File: src/rtl/bwla_pkg.sv
// Shared types and constants for the bounded-wait lock arbiter.
// Holds field widths, result status codes and the controller/datapath structs.
// No dependencies.
package bwla_pkg;

  localparam int MAX_REQ_DEFAULT = 16;

  localparam int ID_W     = 4;
  localparam int CNT_W    = 5;
  localparam int STATUS_W = 3;

  localparam logic [CNT_W-1:0] CNT_RESET = 5'd16;

  localparam logic [STATUS_W-1:0] ST_GRANTED = 3'd0;
  localparam logic [STATUS_W-1:0] ST_QUEUED  = 3'd1;
  localparam logic [STATUS_W-1:0] ST_FREED   = 3'd2;
  localparam logic [STATUS_W-1:0] ST_HANDOFF = 3'd3;
  localparam logic [STATUS_W-1:0] ST_ERROR   = 3'd4;

  localparam logic REQ_ACQUIRE = 1'b0;
  localparam logic REQ_RELEASE = 1'b1;

  // Datapath operations issued by the controller.
  localparam logic [1:0] DP_NOP  = 2'd0;
  localparam logic [1:0] DP_LOAD = 2'd1;
  localparam logic [1:0] DP_EVAL = 2'd2;
  localparam logic [1:0] DP_SCAN = 2'd3;

  typedef struct packed {
    logic [1:0] op;
  } dp_cmd_t;

  typedef struct packed {
    logic slot_free;
    logic rel_ok;
    logic scan_done;
  } dp_stat_t;

endpackage

File: src/rtl/bwla_if.sv
// Handshake channel interfaces for the lock arbiter: requests, results and
// configuration writes. Depends on bwla_pkg.
interface bwla_req_if;
  import bwla_pkg::*;
  logic            valid;
  logic            ready;
  logic            req_type;
  logic [ID_W-1:0] requester_id;
  modport source (output valid, req_type, requester_id, input ready);
  modport sink   (input valid, req_type, requester_id, output ready);
endinterface

interface bwla_rsp_if;
  import bwla_pkg::*;
  logic                valid;
  logic                ready;
  logic [STATUS_W-1:0] status;
  logic                grant_valid;
  logic [ID_W-1:0]     grant_id;
  modport source (output valid, status, grant_valid, grant_id, input ready);
  modport sink   (input valid, status, grant_valid, grant_id, output ready);
endinterface

interface bwla_cfg_if;
  import bwla_pkg::*;
  logic             valid;
  logic             ready;
  logic [CNT_W-1:0] data;
  modport source (output valid, data, input ready);
  modport sink   (input valid, data, output ready);
endinterface

File: src/rtl/bwla_ctrl.sv
// Controller state machine for the lock arbiter.
// Sequences load, evaluate and round-robin scan in the datapath. Depends on bwla_pkg.
module bwla_ctrl (
  input  logic               clk,
  input  logic               rst_n,
  input  logic               in_valid,
  output logic               in_ready,
  input  bwla_pkg::dp_stat_t stat,
  output bwla_pkg::dp_cmd_t  cmd
);
  import bwla_pkg::*;

  localparam logic [1:0] S_IDLE = 2'd0;
  localparam logic [1:0] S_EVAL = 2'd1;
  localparam logic [1:0] S_SCAN = 2'd2;

  logic [1:0] state_r, state_nxt;

  assign in_ready = (state_r == S_IDLE);

  always_comb begin
    state_nxt = state_r;
    cmd.op    = DP_NOP;
    unique case (state_r)
      S_IDLE: begin
        if (in_valid) begin
          cmd.op    = DP_LOAD;
          state_nxt = S_EVAL;
        end
      end
      S_EVAL: begin
        // Evaluation commits state and result together, so it waits for a free slot.
        if (stat.slot_free) begin
          cmd.op    = DP_EVAL;
          state_nxt = stat.rel_ok ? S_SCAN : S_IDLE;
        end
      end
      S_SCAN: begin
        if (stat.slot_free) begin
          cmd.op = DP_SCAN;
          if (stat.scan_done) state_nxt = S_IDLE;
        end
      end
      default: state_nxt = S_IDLE;
    endcase
  end

  always_ff @(posedge clk) begin
    if (!rst_n) state_r <= S_IDLE;
    else        state_r <= state_nxt;
  end

endmodule

File: src/rtl/bwla_dp.sv
// Datapath for the lock arbiter: lock state, waiting flags, scan pointer,
// requester count register and result register. Depends on bwla_pkg and bwla_if.
module bwla_dp #(
  parameter int MAX_REQUESTERS = bwla_pkg::MAX_REQ_DEFAULT
) (
  input  logic                clk,
  input  logic                rst_n,
  input  logic                in_req_type,
  input  logic [bwla_pkg::ID_W-1:0] in_requester_id,
  bwla_cfg_if.sink            cfg_ch,
  bwla_rsp_if.source          out_ch,
  input  bwla_pkg::dp_cmd_t   cmd,
  output bwla_pkg::dp_stat_t  stat
);
  import bwla_pkg::*;

  localparam int IW = (MAX_REQUESTERS > 1) ? $clog2(MAX_REQUESTERS) : 1;
  localparam int CW = $clog2(MAX_REQUESTERS + 1);
  localparam int SW = (CW > CNT_W) ? CW : CNT_W;

  logic [CNT_W-1:0]          cnt_r;
  logic                      type_r;
  logic [ID_W-1:0]           id_r;
  logic [MAX_REQUESTERS-1:0] flags_r, flags_nxt;
  logic                      lock_r, lock_nxt;
  logic [ID_W-1:0]           owner_r, owner_nxt;
  logic [IW-1:0]             j_r, j_nxt;
  logic [CW-1:0]             steps_r, steps_nxt;
  logic                      ov_r, ov_nxt;
  logic [STATUS_W-1:0]       ost_r, ost_nxt;
  logic                      ogv_r, ogv_nxt;
  logic [ID_W-1:0]           ogid_r, ogid_nxt;

  logic [SW-1:0] cnt_ext, n_ext, id_ext, id_p1, j_p1;
  logic [IW-1:0] idx, j_first, j_next;
  logic          bad, owner_match, is_waiting, emit;
  logic          scan_end, scan_hit;

  assign cfg_ch.ready = 1'b1;

  // Effective count is the register saturated into 1..MAX_REQUESTERS.
  always_comb begin
    cnt_ext = SW'(cnt_r);
    if (cnt_ext == '0)                        n_ext = SW'(1);
    else if (cnt_ext > SW'(MAX_REQUESTERS))   n_ext = SW'(MAX_REQUESTERS);
    else                                      n_ext = cnt_ext;
  end

  assign id_ext      = SW'(id_r);
  assign bad         = (id_ext >= n_ext);
  assign idx         = IW'(id_r);
  assign owner_match = lock_r && (owner_r == id_r);
  assign is_waiting  = flags_r[idx];

  assign id_p1   = id_ext + SW'(1);
  assign j_first = (id_p1 == n_ext) ? '0 : IW'(id_p1);
  assign j_p1    = SW'(j_r) + SW'(1);
  assign j_next  = (j_p1 == n_ext) ? '0 : IW'(j_p1);

  assign scan_end = (SW'(steps_r) >= n_ext);
  assign scan_hit = flags_r[j_r];

  assign stat.slot_free = !ov_r || out_ch.ready;
  assign stat.rel_ok    = !bad && (type_r == REQ_RELEASE) && owner_match;
  assign stat.scan_done = scan_end || scan_hit;

  always_comb begin
    flags_nxt = flags_r;
    lock_nxt  = lock_r;
    owner_nxt = owner_r;
    j_nxt     = j_r;
    steps_nxt = steps_r;
    emit      = 1'b0;
    ost_nxt   = ost_r;
    ogv_nxt   = ogv_r;
    ogid_nxt  = ogid_r;
    unique case (cmd.op)
      DP_EVAL: begin
        priority if (bad) begin
          emit = 1'b1; ost_nxt = ST_ERROR; ogv_nxt = 1'b0; ogid_nxt = '0;
        end else if (type_r == REQ_ACQUIRE) begin
          emit = 1'b1;
          priority if (owner_match || is_waiting) begin
            ost_nxt = ST_ERROR; ogv_nxt = 1'b0; ogid_nxt = '0;
          end else if (!lock_r) begin
            lock_nxt  = 1'b1;
            owner_nxt = id_r;
            ost_nxt = ST_GRANTED; ogv_nxt = 1'b1; ogid_nxt = id_r;
          end else begin
            flags_nxt[idx] = 1'b1;
            ost_nxt = ST_QUEUED; ogv_nxt = 1'b0; ogid_nxt = '0;
          end
        end else if (!owner_match) begin
          emit = 1'b1; ost_nxt = ST_ERROR; ogv_nxt = 1'b0; ogid_nxt = '0;
        end else begin
          j_nxt     = j_first;
          steps_nxt = CW'(1);
        end
      end
      DP_SCAN: begin
        // One requester per cycle while the result slot is free, starting after the owner.
        priority if (scan_end) begin
          emit     = 1'b1;
          lock_nxt = 1'b0;
          ost_nxt = ST_FREED; ogv_nxt = 1'b0; ogid_nxt = '0;
        end else if (scan_hit) begin
          emit          = 1'b1;
          flags_nxt[j_r] = 1'b0;
          owner_nxt     = ID_W'(j_r);
          ost_nxt = ST_HANDOFF; ogv_nxt = 1'b1; ogid_nxt = ID_W'(j_r);
        end else begin
          j_nxt     = j_next;
          steps_nxt = steps_r + CW'(1);
        end
      end
      default: ;
    endcase
    ov_nxt = emit || (ov_r && !out_ch.ready);
  end

  always_ff @(posedge clk) begin
    if (!rst_n) begin
      cnt_r   <= CNT_RESET;
      flags_r <= '0;
      lock_r  <= 1'b0;
      owner_r <= '0;
      ov_r    <= 1'b0;
    end else begin
      if (cfg_ch.valid) cnt_r <= cfg_ch.data;
      flags_r <= flags_nxt;
      lock_r  <= lock_nxt;
      owner_r <= owner_nxt;
      ov_r    <= ov_nxt;
    end
  end

  always_ff @(posedge clk) begin
    if (cmd.op == DP_LOAD) begin
      type_r <= in_req_type;
      id_r   <= in_requester_id;
    end
    j_r     <= j_nxt;
    steps_r <= steps_nxt;
    ost_r   <= ost_nxt;
    ogv_r   <= ogv_nxt;
    ogid_r  <= ogid_nxt;
  end

  assign out_ch.valid       = ov_r;
  assign out_ch.status      = ost_r;
  assign out_ch.grant_valid = ogv_r;
  assign out_ch.grant_id    = ogid_r;

endmodule

File: src/rtl/bounded_wait_lock_arbiter_top.sv
// Bounded-wait lock arbiter: one lock shared by up to MAX_REQUESTERS requesters.
// An acquire or a faulty request is loaded on acceptance and its result is
// registered when evaluated; a release by the owner adds a round-robin scan of
// the waiting flags, one requester per cycle while the result slot is free.
// One request is in flight at a time; the result register lets the next request
// be accepted while the previous result waits. Depends on bwla_pkg and bwla_if.
module bounded_wait_lock_arbiter_top #(
  parameter int MAX_REQUESTERS = bwla_pkg::MAX_REQ_DEFAULT
) (
  input logic        clk,
  input logic        rst_n,
  bwla_req_if.sink   in_ch,
  bwla_rsp_if.source out_ch,
  bwla_cfg_if.sink   cfg_ch
);
  import bwla_pkg::*;

  dp_cmd_t  cmd;
  dp_stat_t stat;

  bwla_ctrl u_ctrl (
    .clk      (clk),
    .rst_n    (rst_n),
    .in_valid (in_ch.valid),
    .in_ready (in_ch.ready),
    .stat     (stat),
    .cmd      (cmd)
  );

  bwla_dp #(
    .MAX_REQUESTERS (MAX_REQUESTERS)
  ) u_dp (
    .clk             (clk),
    .rst_n           (rst_n),
    .in_req_type     (in_ch.req_type),
    .in_requester_id (in_ch.requester_id),
    .cfg_ch          (cfg_ch),
    .out_ch          (out_ch),
    .cmd             (cmd),
    .stat            (stat)
  );

endmodule

File: src/flat_wrapper.sv
// flat-port wrapper written by rule: the top's interface ports become plain ports
module bounded_wait_lock_arbiter_top_flat import bwla_pkg::*;
#(
  parameter int MAX_REQUESTERS = bwla_pkg::MAX_REQ_DEFAULT
)
  (clk, rst_n, in_ch_valid, in_ch_req_type, in_ch_requester_id, in_ch_ready, out_ch_valid, out_ch_status, out_ch_grant_valid, out_ch_grant_id, out_ch_ready, cfg_ch_valid, cfg_ch_data, cfg_ch_ready);
  bwla_req_if in_ch_i ();
  bwla_rsp_if out_ch_i ();
  bwla_cfg_if cfg_ch_i ();
  input logic clk;
  input logic rst_n;
  input wire logic [$bits(in_ch_i.valid)-1:0] in_ch_valid;
  input wire logic [$bits(in_ch_i.req_type)-1:0] in_ch_req_type;
  input wire logic [$bits(in_ch_i.requester_id)-1:0] in_ch_requester_id;
  output wire logic [$bits(in_ch_i.ready)-1:0] in_ch_ready;
  output wire logic [$bits(out_ch_i.valid)-1:0] out_ch_valid;
  output wire logic [$bits(out_ch_i.status)-1:0] out_ch_status;
  output wire logic [$bits(out_ch_i.grant_valid)-1:0] out_ch_grant_valid;
  output wire logic [$bits(out_ch_i.grant_id)-1:0] out_ch_grant_id;
  input wire logic [$bits(out_ch_i.ready)-1:0] out_ch_ready;
  input wire logic [$bits(cfg_ch_i.valid)-1:0] cfg_ch_valid;
  input wire logic [$bits(cfg_ch_i.data)-1:0] cfg_ch_data;
  output wire logic [$bits(cfg_ch_i.ready)-1:0] cfg_ch_ready;
  assign in_ch_i.valid = in_ch_valid;
  assign in_ch_i.req_type = in_ch_req_type;
  assign in_ch_i.requester_id = in_ch_requester_id;
  assign in_ch_ready = in_ch_i.ready;
  assign out_ch_valid = out_ch_i.valid;
  assign out_ch_status = out_ch_i.status;
  assign out_ch_grant_valid = out_ch_i.grant_valid;
  assign out_ch_grant_id = out_ch_i.grant_id;
  assign out_ch_i.ready = out_ch_ready;
  assign cfg_ch_i.valid = cfg_ch_valid;
  assign cfg_ch_i.data = cfg_ch_data;
  assign cfg_ch_ready = cfg_ch_i.ready;
  bounded_wait_lock_arbiter_top #(.MAX_REQUESTERS(MAX_REQUESTERS)) u_core (.clk(clk), .rst_n(rst_n), .in_ch(in_ch_i), .out_ch(out_ch_i), .cfg_ch(cfg_ch_i));
endmodule
File: config.mk
export PLATFORM = sky130hd
export DESIGN_NAME = bounded_wait_lock_arbiter_top_flat
export DESIGN_NICKNAME = d
export VERILOG_FILES = /design/src/rtl/bwla_pkg.sv /design/src/rtl/bwla_if.sv /design/src/rtl/bwla_ctrl.sv /design/src/rtl/bwla_dp.sv /design/src/rtl/bounded_wait_lock_arbiter_top.sv /design/src/flat_wrapper.sv
export SDC_FILE = /design/constraint.sdc
export NUM_CORES = 1
export LEC_CHECK = 0
export BUFFER_PORTS_ARGS = -buffer_cell sky130_fd_sc_hd__clkbuf_2
export CAP_MARGIN = 20
export CORE_MARGIN = 2
export CORE_UTILIZATION = 60
export DETAILED_ROUTE_END_ITERATION = 7
export GPL_TIMING_DRIVEN = 1
export PLACE_DENSITY = 0.8
export SETUP_SLACK_MARGIN = 0.4
export SYNTH_ARGS = -nofsm -noshare
export SYNTH_HDL_FRONTEND = slang
export SYNTH_HIERARCHICAL = 1
export SYNTH_SLANG_ARGS = --single-unit
File: constraint.sdc
create_clock -name clk -period 3.9 [get_ports clk]
set_input_delay 0.195 -clock clk [delete_from_list [all_inputs] [get_ports clk]]
set_output_delay 0.195 -clock clk [all_outputs]
set_load 0.02 [all_outputs]
==> out/qor.yml, run 1 <==
status:
  status: "finished, final reports clean"
clocking:
  cts_hold_buffers: 0
  cts.clk_slew.worst_paths_ns: 0.08
  cts_tree: "yes"
  cts_resized: 0
  root_buffer: "clkbuf_8"
  cts-buffers-inserted: 5
  htreeDepth: 2
  cts.sinks: 51
  clk_path_buf_depth: 2
  cts_setup_buffers: 0
  clk_latency_ns: 0.30
timing:
  finalSetupTns_ns: 0
  maxSlewViolCount: 0
  fin_crit_sh: 0.858
  whs_ns: 0.0604
  tightest_slew_ns: 0.786
  fmax_mhz: 299
  fin_skew_ns: 0.00501
  setup_viol: 0
  final_hold_viol_count: 0
  grt_setup_unrepaired: "no"
  slew_headroom: 0.476
  fin_crit_ns: 3.34
  worst_slack_ns: 0.556
grt:
  grt_pass1_vias: 2522
  overflow: 0
  grt_max_degree: 45
  antenna_found_initial: 0
  grt_usage: 0.258
  grt_pass1_wl_um: 12500
layout:
  final_nets: 388
  syn2layout_area_growth_pct: 6.56
  drive_gt1_frac: 0.157
  antenna_cells: 0
  final_cell_mix: "44 x nand2_1, 29 x dfxtp_1, 28 x mux2i_1, 24 x clkbuf_2, 22 x edfxtp_1"
  final_area_um2: 3580
  final_util: 0.658
  layout_commonest_cell: "nand2_1"
synthesis:
  async_reset_ff_frac: 0
  syn_area_um2: 3360
  synth_top_area_cell: "edfxtp_1"
  synth-main-ff-cell: "dfxtp_1"
  synth-edff-count: 22
  postSynthAreaPerCell_um2: 9.84
  synthTopCellsByArea: "edfxtp_1 20%, dfxtp_1 17%, mux2i_1 8.3%, ha_1 6.7%, nand2_1 4.9%"
  ys_seq_elements: 51
  synth_warnings: 6
  synth_top_area_share: 0.197
  synthSimpleGateAreaFrac: 0.163
  synth_xor_area_frac: 0.0485
  synth-adder-area-share: 0.0671
  synth_cells: 341
  synth.area.mux_share: 0.141
  synth_seq_area_share: 0.370
  synth_compound_gate_area_share: 0.159
  syn_nets: 374
  synth_top_family_by_area: "simple AND/OR/NAND/NOR gates"
  yosysUniqueCellTypes: 59
critical_path:
  crit_arrival_ns: 3.52
  critical_path.max_fanout: 9
  crit_required_ns: 4.07
  critical_path.endpoint_type: "flip-flop"
  path_class: "reg2reg"
  worst_r2r_startpoint: "u_core/u_dp/cnt_ext[4]"
  rr_worst_depth: 10
  cp-start-kind: "flip-flop"
  critPathLaunch: "u_core/u_dp/cnt_ext[4]"
die:
  ios: 26
  rows: 27
  die-area_um2: 6210
  die_h_um: 78.8
  fp.dieW_um: 78.8
  start_util: 0.617
  core_area_um2: 5440
route:
  viasPerCell: 6.29
  ant_nets: 0
  drt_iter0_markers: 384
  vias: 2692
  wl_um: 7530
  drc: 0
  first_pass_iters: 5
  routedWlPerCell_um: 17.6
place:
  post_dp_cell_area_um2: 3490
  port_buffers: 24
  dpl.hpwl_um: 5360
  dpl_worst_slack_ns: 0.558
  gp_congestion: 0.976
worst_hold_path:
  hold_start: "in_ch_requester_id[0]"
  hold_path_class: "in2reg"
  min_path_cells: 1
power:
  clkPwrFrac: 0.267
  combPwrFrac: 0.169
  switching_power_uw: 296
  power_density_nw_per_um2: 301
  intPower_uw: 782
  p_sw_frac: 0.275
  ir_worst_vdd_uv: 279
  p_seq_frac: 0.564
  p_leak_nw: 1.51
run:
  maxCapViolations: 0
Yosys cell counts (3+ instances only):
master,count
a31oi_1,11
nor2b_1,11
xnor2_1,8
nor3b_1,3
and2_1,5
nor2_1,13
buf_6,3
a21oi_1,17
ha_1,18
o22ai_1,3
o21ai_0,6
dfxtp_1,29
inv_1,12
and3_1,3
nand2b_1,4
a41oi_1,3
o311a_1,5
mux2i_1,28
xor2_1,8
mux4_2,7
edfxtp_1,22
clkbuf_1,14
mux2_2,3
a22o_1,5
nand3_1,9
nand2_1,44
o221ai_1,3
cell type report:
class                   count  area, um2
clock inverters             1       5.00
clock buffers               7       76.3
multi-input cells         253       1950
repair buffers             30        165
inverters                  14       52.6
fillers                   464       1860
flip-flops and latches     51       1240
well taps                  72       90.1
sequential cells by signal, indices dropped and copies added, names as in the netlist:
name,count
u_core/u_dp/flags_r,16
u_core/u_dp/cnt_ext,5
u_core/u_dp/steps_r,5
u_core/u_dp/id_r,4
u_core/u_dp/j_r,4
u_core/u_dp/out_ch.grant_id,4
u_core/u_dp/owner_r,4
u_core/u_dp/out_ch.status,3
u_core/u_ctrl/state_r,2
u_core/u_dp/lock_r,1
u_core/u_dp/out_ch.grant_valid,1
u_core/u_dp/out_ch.valid,1
u_core/u_dp/type_r,1
critical path, stage by stage (launching register included):
cell and delay [ns]:
dfxtp_1 0.45, clkinv_1 0.26, o21ai_0 0.23, inv_1 0.13, ha_1 0.31, nand2b_1 0.15, a2111oi_1 0.53, o31ai_1 0.27
nor3_4 0.34, nor3b_2 0.36, a22o_1 0.19
worst paths after layout:
check,endpoint,slack [ns]
max,u_core/u_dp/out_ch.grant_id[0],0.56
min,u_core/u_dp/id_r[0],0.06
max reg2reg,u_core/u_dp/out_ch.grant_id[0],0.56
min reg2reg,u_core/u_dp/flags_r[2],0.51
metal layers:
layer  routed length, um  track usage
met5                   0            0
met4                 184       0.0912
met3                 688       0.0500
met2                3360        0.396
met1                3300        0.367
per-stage QoR:
stage	total power, mW	instances
final	1.08	428
after global placement	0.795	420
after floorplan	0.752	341
after detailed placement	0.798	420
after CTS	1.08	428
after global routing	1.13	428
cells by family after synthesis:
kind of cell | count (synthesis)
simple gates | 106
compound gates | 73
flops | 51
mux | 38
buf+inv | 37
fa+ha+maj | 18
xor+xnor | 17
other cells | 1
power by group through the flow:
stage / logic [mW] / registers (mW) / clock network [mW]
6_report: 0.183 / 0.608 / 0.288
5_1_grt: 0.201 / 0.610 / 0.320
4_1_cts: 0.180 / 0.607 / 0.298
3_5_place_dp: 0.179 / 0.619 / 0
3_3_place_gp: 0.176 / 0.619 / 0
2_1_floorplan: 0.138 / 0.614 / 0
No activity file was read; power rests on OpenSTA's default activity.
==> run 2: changes to the inputs <==
--- a/config.mk
+++ b/config.mk
@@ -8,10 +8,9 @@
 export BUFFER_PORTS_ARGS = -buffer_cell sky130_fd_sc_hd__clkbuf_2
 export CAP_MARGIN = 20
 export CORE_MARGIN = 2
-export CORE_UTILIZATION = 60
+export CORE_UTILIZATION = 40
 export DETAILED_ROUTE_END_ITERATION = 7
 export GPL_TIMING_DRIVEN = 1
-export PLACE_DENSITY = 0.8
 export SETUP_SLACK_MARGIN = 0.4
 export SYNTH_ARGS = -nofsm -noshare
 export SYNTH_HDL_FRONTEND = slang
==> run 2 against run 1 <==
Net effect:
- sequential power barely moved
- combinational power hardly changed
- first-iteration DRC count is 60% lower
- cell count rose by 7.9%
- register-to-register slack better by 0.06 ns
- flip-flop and latch count did not move
- critical path type unchanged
- critical endpoint is now u_core/u_dp/owner_r[0]
==> out/qor.yml, run 2 (synthesized netlist as in run 1, its figures left out) <==
route:
  drc: 0  # unchanged
  ant_nets: 0  # unchanged
  first_pass_iters: 4  # -1
  wl_met1_um: 3750  # +14%
  viasPerCell: 5.65  # -10%
  drt_iter0_markers: 154  # -60%
  vias: 2611  # -3.0%
  wl_um: 7890  # +4.8%
  routedWlPerCell_um: 17.1  # -2.9%
  dr_wl_met3_um: 380  # -45%
  top_layer: "met4"
  wl_met2_um: 3600  # +7.2%
status:
  status: "finished, final reports clean"
power:
  power_density_nw_per_um2: 316  # +4.7%
  clkPwrFrac: 0.316  # +0.049
  p_seq_frac: 0.527  # -0.037
  intPower_uw: 839  # +7.3%
  p_sw_frac: 0.275  # -0.000307
  combPwrFrac: 0.158  # -0.011
  p_leak_nw: 1.53  # +1.4%
  ir_worst_vdd_uv: 147  # -47%
  switching_power_uw: 318  # +7.1%
clocking:
  root_buffer: "clkbuf_8"
  cts.sinks: 51  # unchanged
  cts-buffers-inserted: 5  # unchanged
  cts_hold_buffers: 0  # unchanged
  cts.clk_slew.worst_paths_ns: 0.09  # about the same
  clk_path_buf_depth: 2  # unchanged
  clk_latency_ns: 0.31  # about the same
  cts_tree: "yes"
  htreeDepth: 2  # unchanged
critical_path:
  crit_required_ns: 4.10  # +0.03 ns
  cp-start-kind: "flip-flop"
  crit_arrival_ns: 3.48  # -0.04 ns
  path_class: "reg2reg"
  critical_path.max_fanout: 9  # unchanged
  critical_path.endpoint_type: "flip-flop"
  critPathLaunch: "u_core/u_dp/cnt_ext[4]"
  worst_r2r_startpoint: "u_core/u_dp/cnt_ext[4]"
timing:
  finalSetupTns_ns: 0  # unchanged
  whs_ns: 0.0549  # -0.00555 ns
  final_hold_viol_count: 0  # unchanged
  tightest_slew_ns: 0.798  # +0.0120 ns
  maxSlewViolCount: 0  # unchanged
  setup_viol: 0  # unchanged
  fin_skew_ns: 0.00425  # -0.000762 ns
  fmax_mhz: 305  # +2.0%
  fin_crit_sh: 0.841  # -0.0165
  worst_slack_ns: 0.620  # +0.0643 ns
  fin_crit_ns: 3.28  # -0.0643 ns
  slew_headroom: 0.468  # -0.00802
  grt_setup_unrepaired: "no"
layout:
  final_util: 0.448  # -0.209
  syn2layout_area_growth_pct: 9.17
  final_area_um2: 3660  # +2.4%
  largest_reg_flops: 16  # unchanged
  max_flop_register: "u_core/u_dp/flags_r"
  final_cell_mix: "44 x nand2_1, 29 x dfxtp_1, 28 x mux2i_1, 24 x clkbuf_2, 22 x edfxtp_1"
  drive_gt1_frac: 0.165  # +0.00796
  antenna_cells: 0  # unchanged
  layout_commonest_cell: "nand2_1"
  final_nets: 389  # +0.26%
place:
  gp_congestion: 0.916  # -6.1%
  port_buffers: 24  # unchanged
  dpl_worst_slack_ns: 0.615  # +0.0570 ns
  dpl.hpwl_um: 5600  # +4.4%
  post_dp_cell_area_um2: 3540  # +1.4%
grt:
  grt_max_degree: 45  # unchanged
  grt_pass1_vias: 2518  # -0.16%
  antenna_found_initial: 0  # unchanged
  grt_usage: 0.182  # -0.0761
  overflow: 0  # unchanged
  grt_pass1_wl_um: 12800  # +2.0%
die:
  core_area_um2: 8180  # +50%
  die_h_um: 95.6  # +21%
  start_util: 0.411  # -0.207
  rows: 33  # +22%
  ios: 26  # unchanged
  fp.dieW_um: 95.6  # +21%
  die-area_um2: 9140  # +47%
worst_hold_path:
  hold_path_class: "in2reg"
  hold_start: "in_ch_req_type"
run:
  maxCapViolations: 0  # unchanged
## run 2: through the flow
step                cells  power (mW)
global placement      454       0.798
floorplan             341       0.752
detailed placement    454       0.801
finish                462        1.16
global route          462        1.21
CTS                   462        1.17
## run 2: repair_timing
action                     CTS  global route
buffers inserted             0             0
setup endpoints to repair    0            22
resized for setup            0             2
## run 2: area by class of cell
cell class                 instances  area [um2]
clock inverter                     1        5.00
inverter                          14        56.3
timing repair buffer              31         173
tap                              105         131
fill                             789        4510
multi-input combinational        253        1950
clock buffer                       7         108
sequential                        51        1240
## run 2: final timing paths
check	endpoint	slack, ns	depth (start not counted)
setup / recovery	u_core/u_dp/owner_r[0]	0.62	10
hold / removal	u_core/u_dp/type_r	0.05	1
setup reg to reg	u_core/u_dp/owner_r[0]	0.62	10
hold reg to reg	u_core/u_dp/flags_r[8]	0.51	2
## run 2: power by group through the flow
stage	sequential [mW]	clock, mW	combinational (mW)
floorplan	0.614	0	0.138
global placement	0.620	0	0.178
CTS	0.608	0.376	0.181
global route	0.612	0.398	0.202
finish	0.609	0.365	0.182
detailed placement	0.620	0	0.181
## run 2: worst max-delay path, stage by stage, from the launching register on
cell and delay [ns]:
dfxtp_1 0.50, clkinvlp_4 0.25, o21ai_0 0.21, inv_1 0.13, ha_1 0.30, nand2b_1 0.14
a2111oi_1 0.52, o31ai_1 0.26, nor4_4 0.50, o221ai_1 0.20, o311a_1 0.16
## run 2: metal layers
metal,up-vias,track usage
met5,-,0
met4,0,0.0774
met3,15,0.0308
met2,77,0.275
met1,1240,0.257
li1,1279,-
==> run 3: changes to the inputs <==
==> constraint.sdc (replaced) <==
create_clock -name clk -period 2.7 [get_ports clk]
set_input_delay 0.135 -clock clk [delete_from_list [all_inputs] [get_ports clk]]
set_output_delay 0.135 -clock clk [all_outputs]
set_load 0.02 [all_outputs]
==> run 3 against run 2 <==
Net effect:
- sequential share of layout area shrank 3.9 points
- routed wire length rose by 7.2%
- worst setup slack worse by 0.42 ns
- count of clock-buffer cells in the layout shrank 2
- clock power up 18%
- critical path depth fell by 1
- die area stayed put
- largest power group unchanged
- highest routed layer unchanged
==> out/qor.yml, run 3 (synthesized netlist as in run 1, its figures left out) <==
status:
  status: "finished, final reports clean"
clocking:
  root_buffer: "clkbuf_8"
  cts.sinks: 51  # unchanged
  cts_tree: "yes"
  clk_latency_ns: 0.31  # about the same
  cts.clk_slew.worst_paths_ns: 0.09  # about the same
  htreeDepth: 2  # unchanged
  cts-buffers-inserted: 5  # unchanged
  clk_path_buf_depth: 2  # unchanged
power:
  power_density_nw_per_um2: 398  # +26%
  ir_worst_vdd_uv: 217  # +47%
  p_sw_frac: 0.287  # +0.0125
  p_leak_nw: 1.77  # +16%
  p_total_mw: 1.66  # +43%
  intPower_mw: 1.18  # +41%
  combPwrFrac: 0.219  # +0.061
  switching_power_uw: 476  # +50%
  clkPwrFrac: 0.259  # -0.057
  p_seq_frac: 0.521  # -0.006
timing:
  slew_headroom: 0.663  # +0.195
  maxSlewViolCount: 0  # unchanged
  fin_crit_ns: 2.50  # -0.780 ns
  final_hold_viol_count: 0  # unchanged
  fin_skew_ns: 0.0164  # +0.0122 ns
  setup_viol: 0  # unchanged
  tightest_slew_ns: 0.492  # -0.306 ns
  grt_setup_unrepaired: "yes"
  fmax_mhz: 400  # +31%
  fin_crit_sh: 0.926  # +0.0849
critical_path:
  path_cells: "inv_1 -> ha_4 -> nand2b_4 -> a2111oi_4 -> buf_4 -> o311a_4 -> mux2i_4 -> nor2b_4 -> buf_6"
  r2r_end: "u_core/u_dp/j_r[0]"
  worst_r2r_startpoint: "u_core/u_dp/id_r[0]"
  critical_path.max_fanout: 4  # -5
  rr_worst_depth: 9  # -1
  path_buf_inv: 3  # +1
  path_class: "reg2reg"
  critical_path.endpoint_type: "flip-flop"
  cp-start-kind: "flip-flop"
  crit_required_ns: 2.72  # -1.38 ns
  crit_arrival_ns: 2.52  # -0.96 ns
  crit_family: "compound AO/OA/AOI/OAI gates"
  r2r_setup_slack_ns: 0.20  # -0.42 ns
  worst-path-stages: 9  # -1
  crit_path_max_incr_delay_ns: 0.46  # -0.06 ns
  slowest_stage: "edfxtp_1"
grt:
  overflow: 0  # unchanged
  antenna_found_initial: 0  # unchanged
  grt_pass1_vias: 2873  # +14%
  grt_usage: 0.201  # +0.0182
  grt_pass1_wl_um: 14200  # +11%
  grt_max_degree: 28  # -38%
route:
  ant_nets: 0  # unchanged
  drt_iter0_markers: 232  # +51%
  vias: 2784  # +6.6%
  routedWlPerCell_um: 16.7  # -2.0%
  viasPerCell: 5.51  # -2.5%
  wl_um: 8460  # +7.2%
  first_pass_iters: 4  # unchanged
  drc: 0  # unchanged
run:
  maxCapViolations: 0  # unchanged
worst_hold_path:
  min_path_cells: 3  # +2
  hold_start: "cfg_ch_data[4]"
  min_to: "u_core/u_dp/cnt_ext[4]"
  hold_path_class: "in2reg"
layout:
  drive_gt1_frac: 0.305  # +0.140
  max_flop_register: "u_core/u_dp/flags_r"
  final_cell_mix: "41 x nand2_1, 37 x buf_4, 27 x mux2i_1, 25 x dfxtp_1, 24 x clkbuf_2"
  antenna_cells: 0  # unchanged
  syn2layout_area_growth_pct: 24.2
  largest_reg_flops: 16  # unchanged
  final_cells: 505  # +9.3%
  layout_commonest_cell: "nand2_1"
  final_nets: 432  # +11%
die:
  fp.dieW_um: 95.6  # unchanged
  die_h_um: 95.6  # unchanged
  ios: 26  # unchanged
  die-area_um2: 9140  # unchanged
  core_area_um2: 8180  # unchanged
  start_util: 0.411  # unchanged
  rows: 33  # unchanged
place:
  gp_congestion: 0.894  # -2.5%
  dpl.hpwl_um: 6260  # +12%
  placed_cells: 475  # +4.6%
  port_buffers: 24  # unchanged
run 3: cell type report:
type / instances / area (um2)
fill: 760 / 4010
multi-input combinational: 253 / 2100
sequential: 51 / 1250
timing repair buffer: 74 / 547
tap: 105 / 131
clock buffer: 5 / 68.8
inverter: 14 / 53.8
clock inverter: 3 / 15.0
run 3: per-stage QoR:
stage	setup slack, ns	setup TNS (ns)	hold slack, ns	instance area [um2]	util
floorplan	0.176	0	0.234	3420	-
global placement	-0.0814	-0.731	0.314	3760	0.459
detailed placement	-0.0794	-0.713	0.314	3760	0.459
CTS	0.205	0	0.00778	4080	0.500
global route	0.0962	0	0.0498	4170	0.510
finish	0.200	0	0.0521	4170	0.510
run 3: layer usage:
metal  share of wire  vias up  GRT usage
li1                -     1364          -
met1            0.45     1304      0.274
met2            0.46       97      0.325
met3           0.059       19     0.0237
met4           0.025        0     0.0774
met5               0        -          0
run 3: how the worst max path moves through the flow:
stage,start,end
after floorplan,u_core/u_dp/cnt_ext[1],u_core/u_dp/j_r[0]
after global placement,u_core/u_dp/cnt_ext[4],u_core/u_dp/steps_r[1]
after detailed placement,u_core/u_dp/cnt_ext[4],u_core/u_dp/steps_r[4]
after CTS,u_core/u_dp/cnt_ext[1],u_core/u_dp/out_ch.grant_id[1]
after global routing,u_core/u_dp/cnt_ext[1],u_core/u_dp/j_r[0]
final,u_core/u_dp/id_r[0],u_core/u_dp/j_r[0]
run 3: power by group through the flow:
stage	logic, mW	registers, mW	clock network [mW]
2_1_floorplan	0.214	0.888	0
3_3_place_gp	0.309	0.886	0
3_5_place_dp	0.313	0.886	0
4_1_cts	0.347	0.865	0.451
5_1_grt	0.396	0.869	0.477
6_report	0.364	0.865	0.430
run 3: tightest hold or removal path, cell delays in order:
cell and delay [ns]:
clkbuf_2 0.07, nand2_1 0.05, o211ai_1 0.06
run 3: repair_timing:
item / CTS / global route
endpoints found under the setup margin: 47 / 51
setup buffers: 15 / 2
endpoints found under the hold margin: 4 / 1
pin swaps: 5 / 12
resized for setup: 21 / 14
hold buffers: 4 / 1
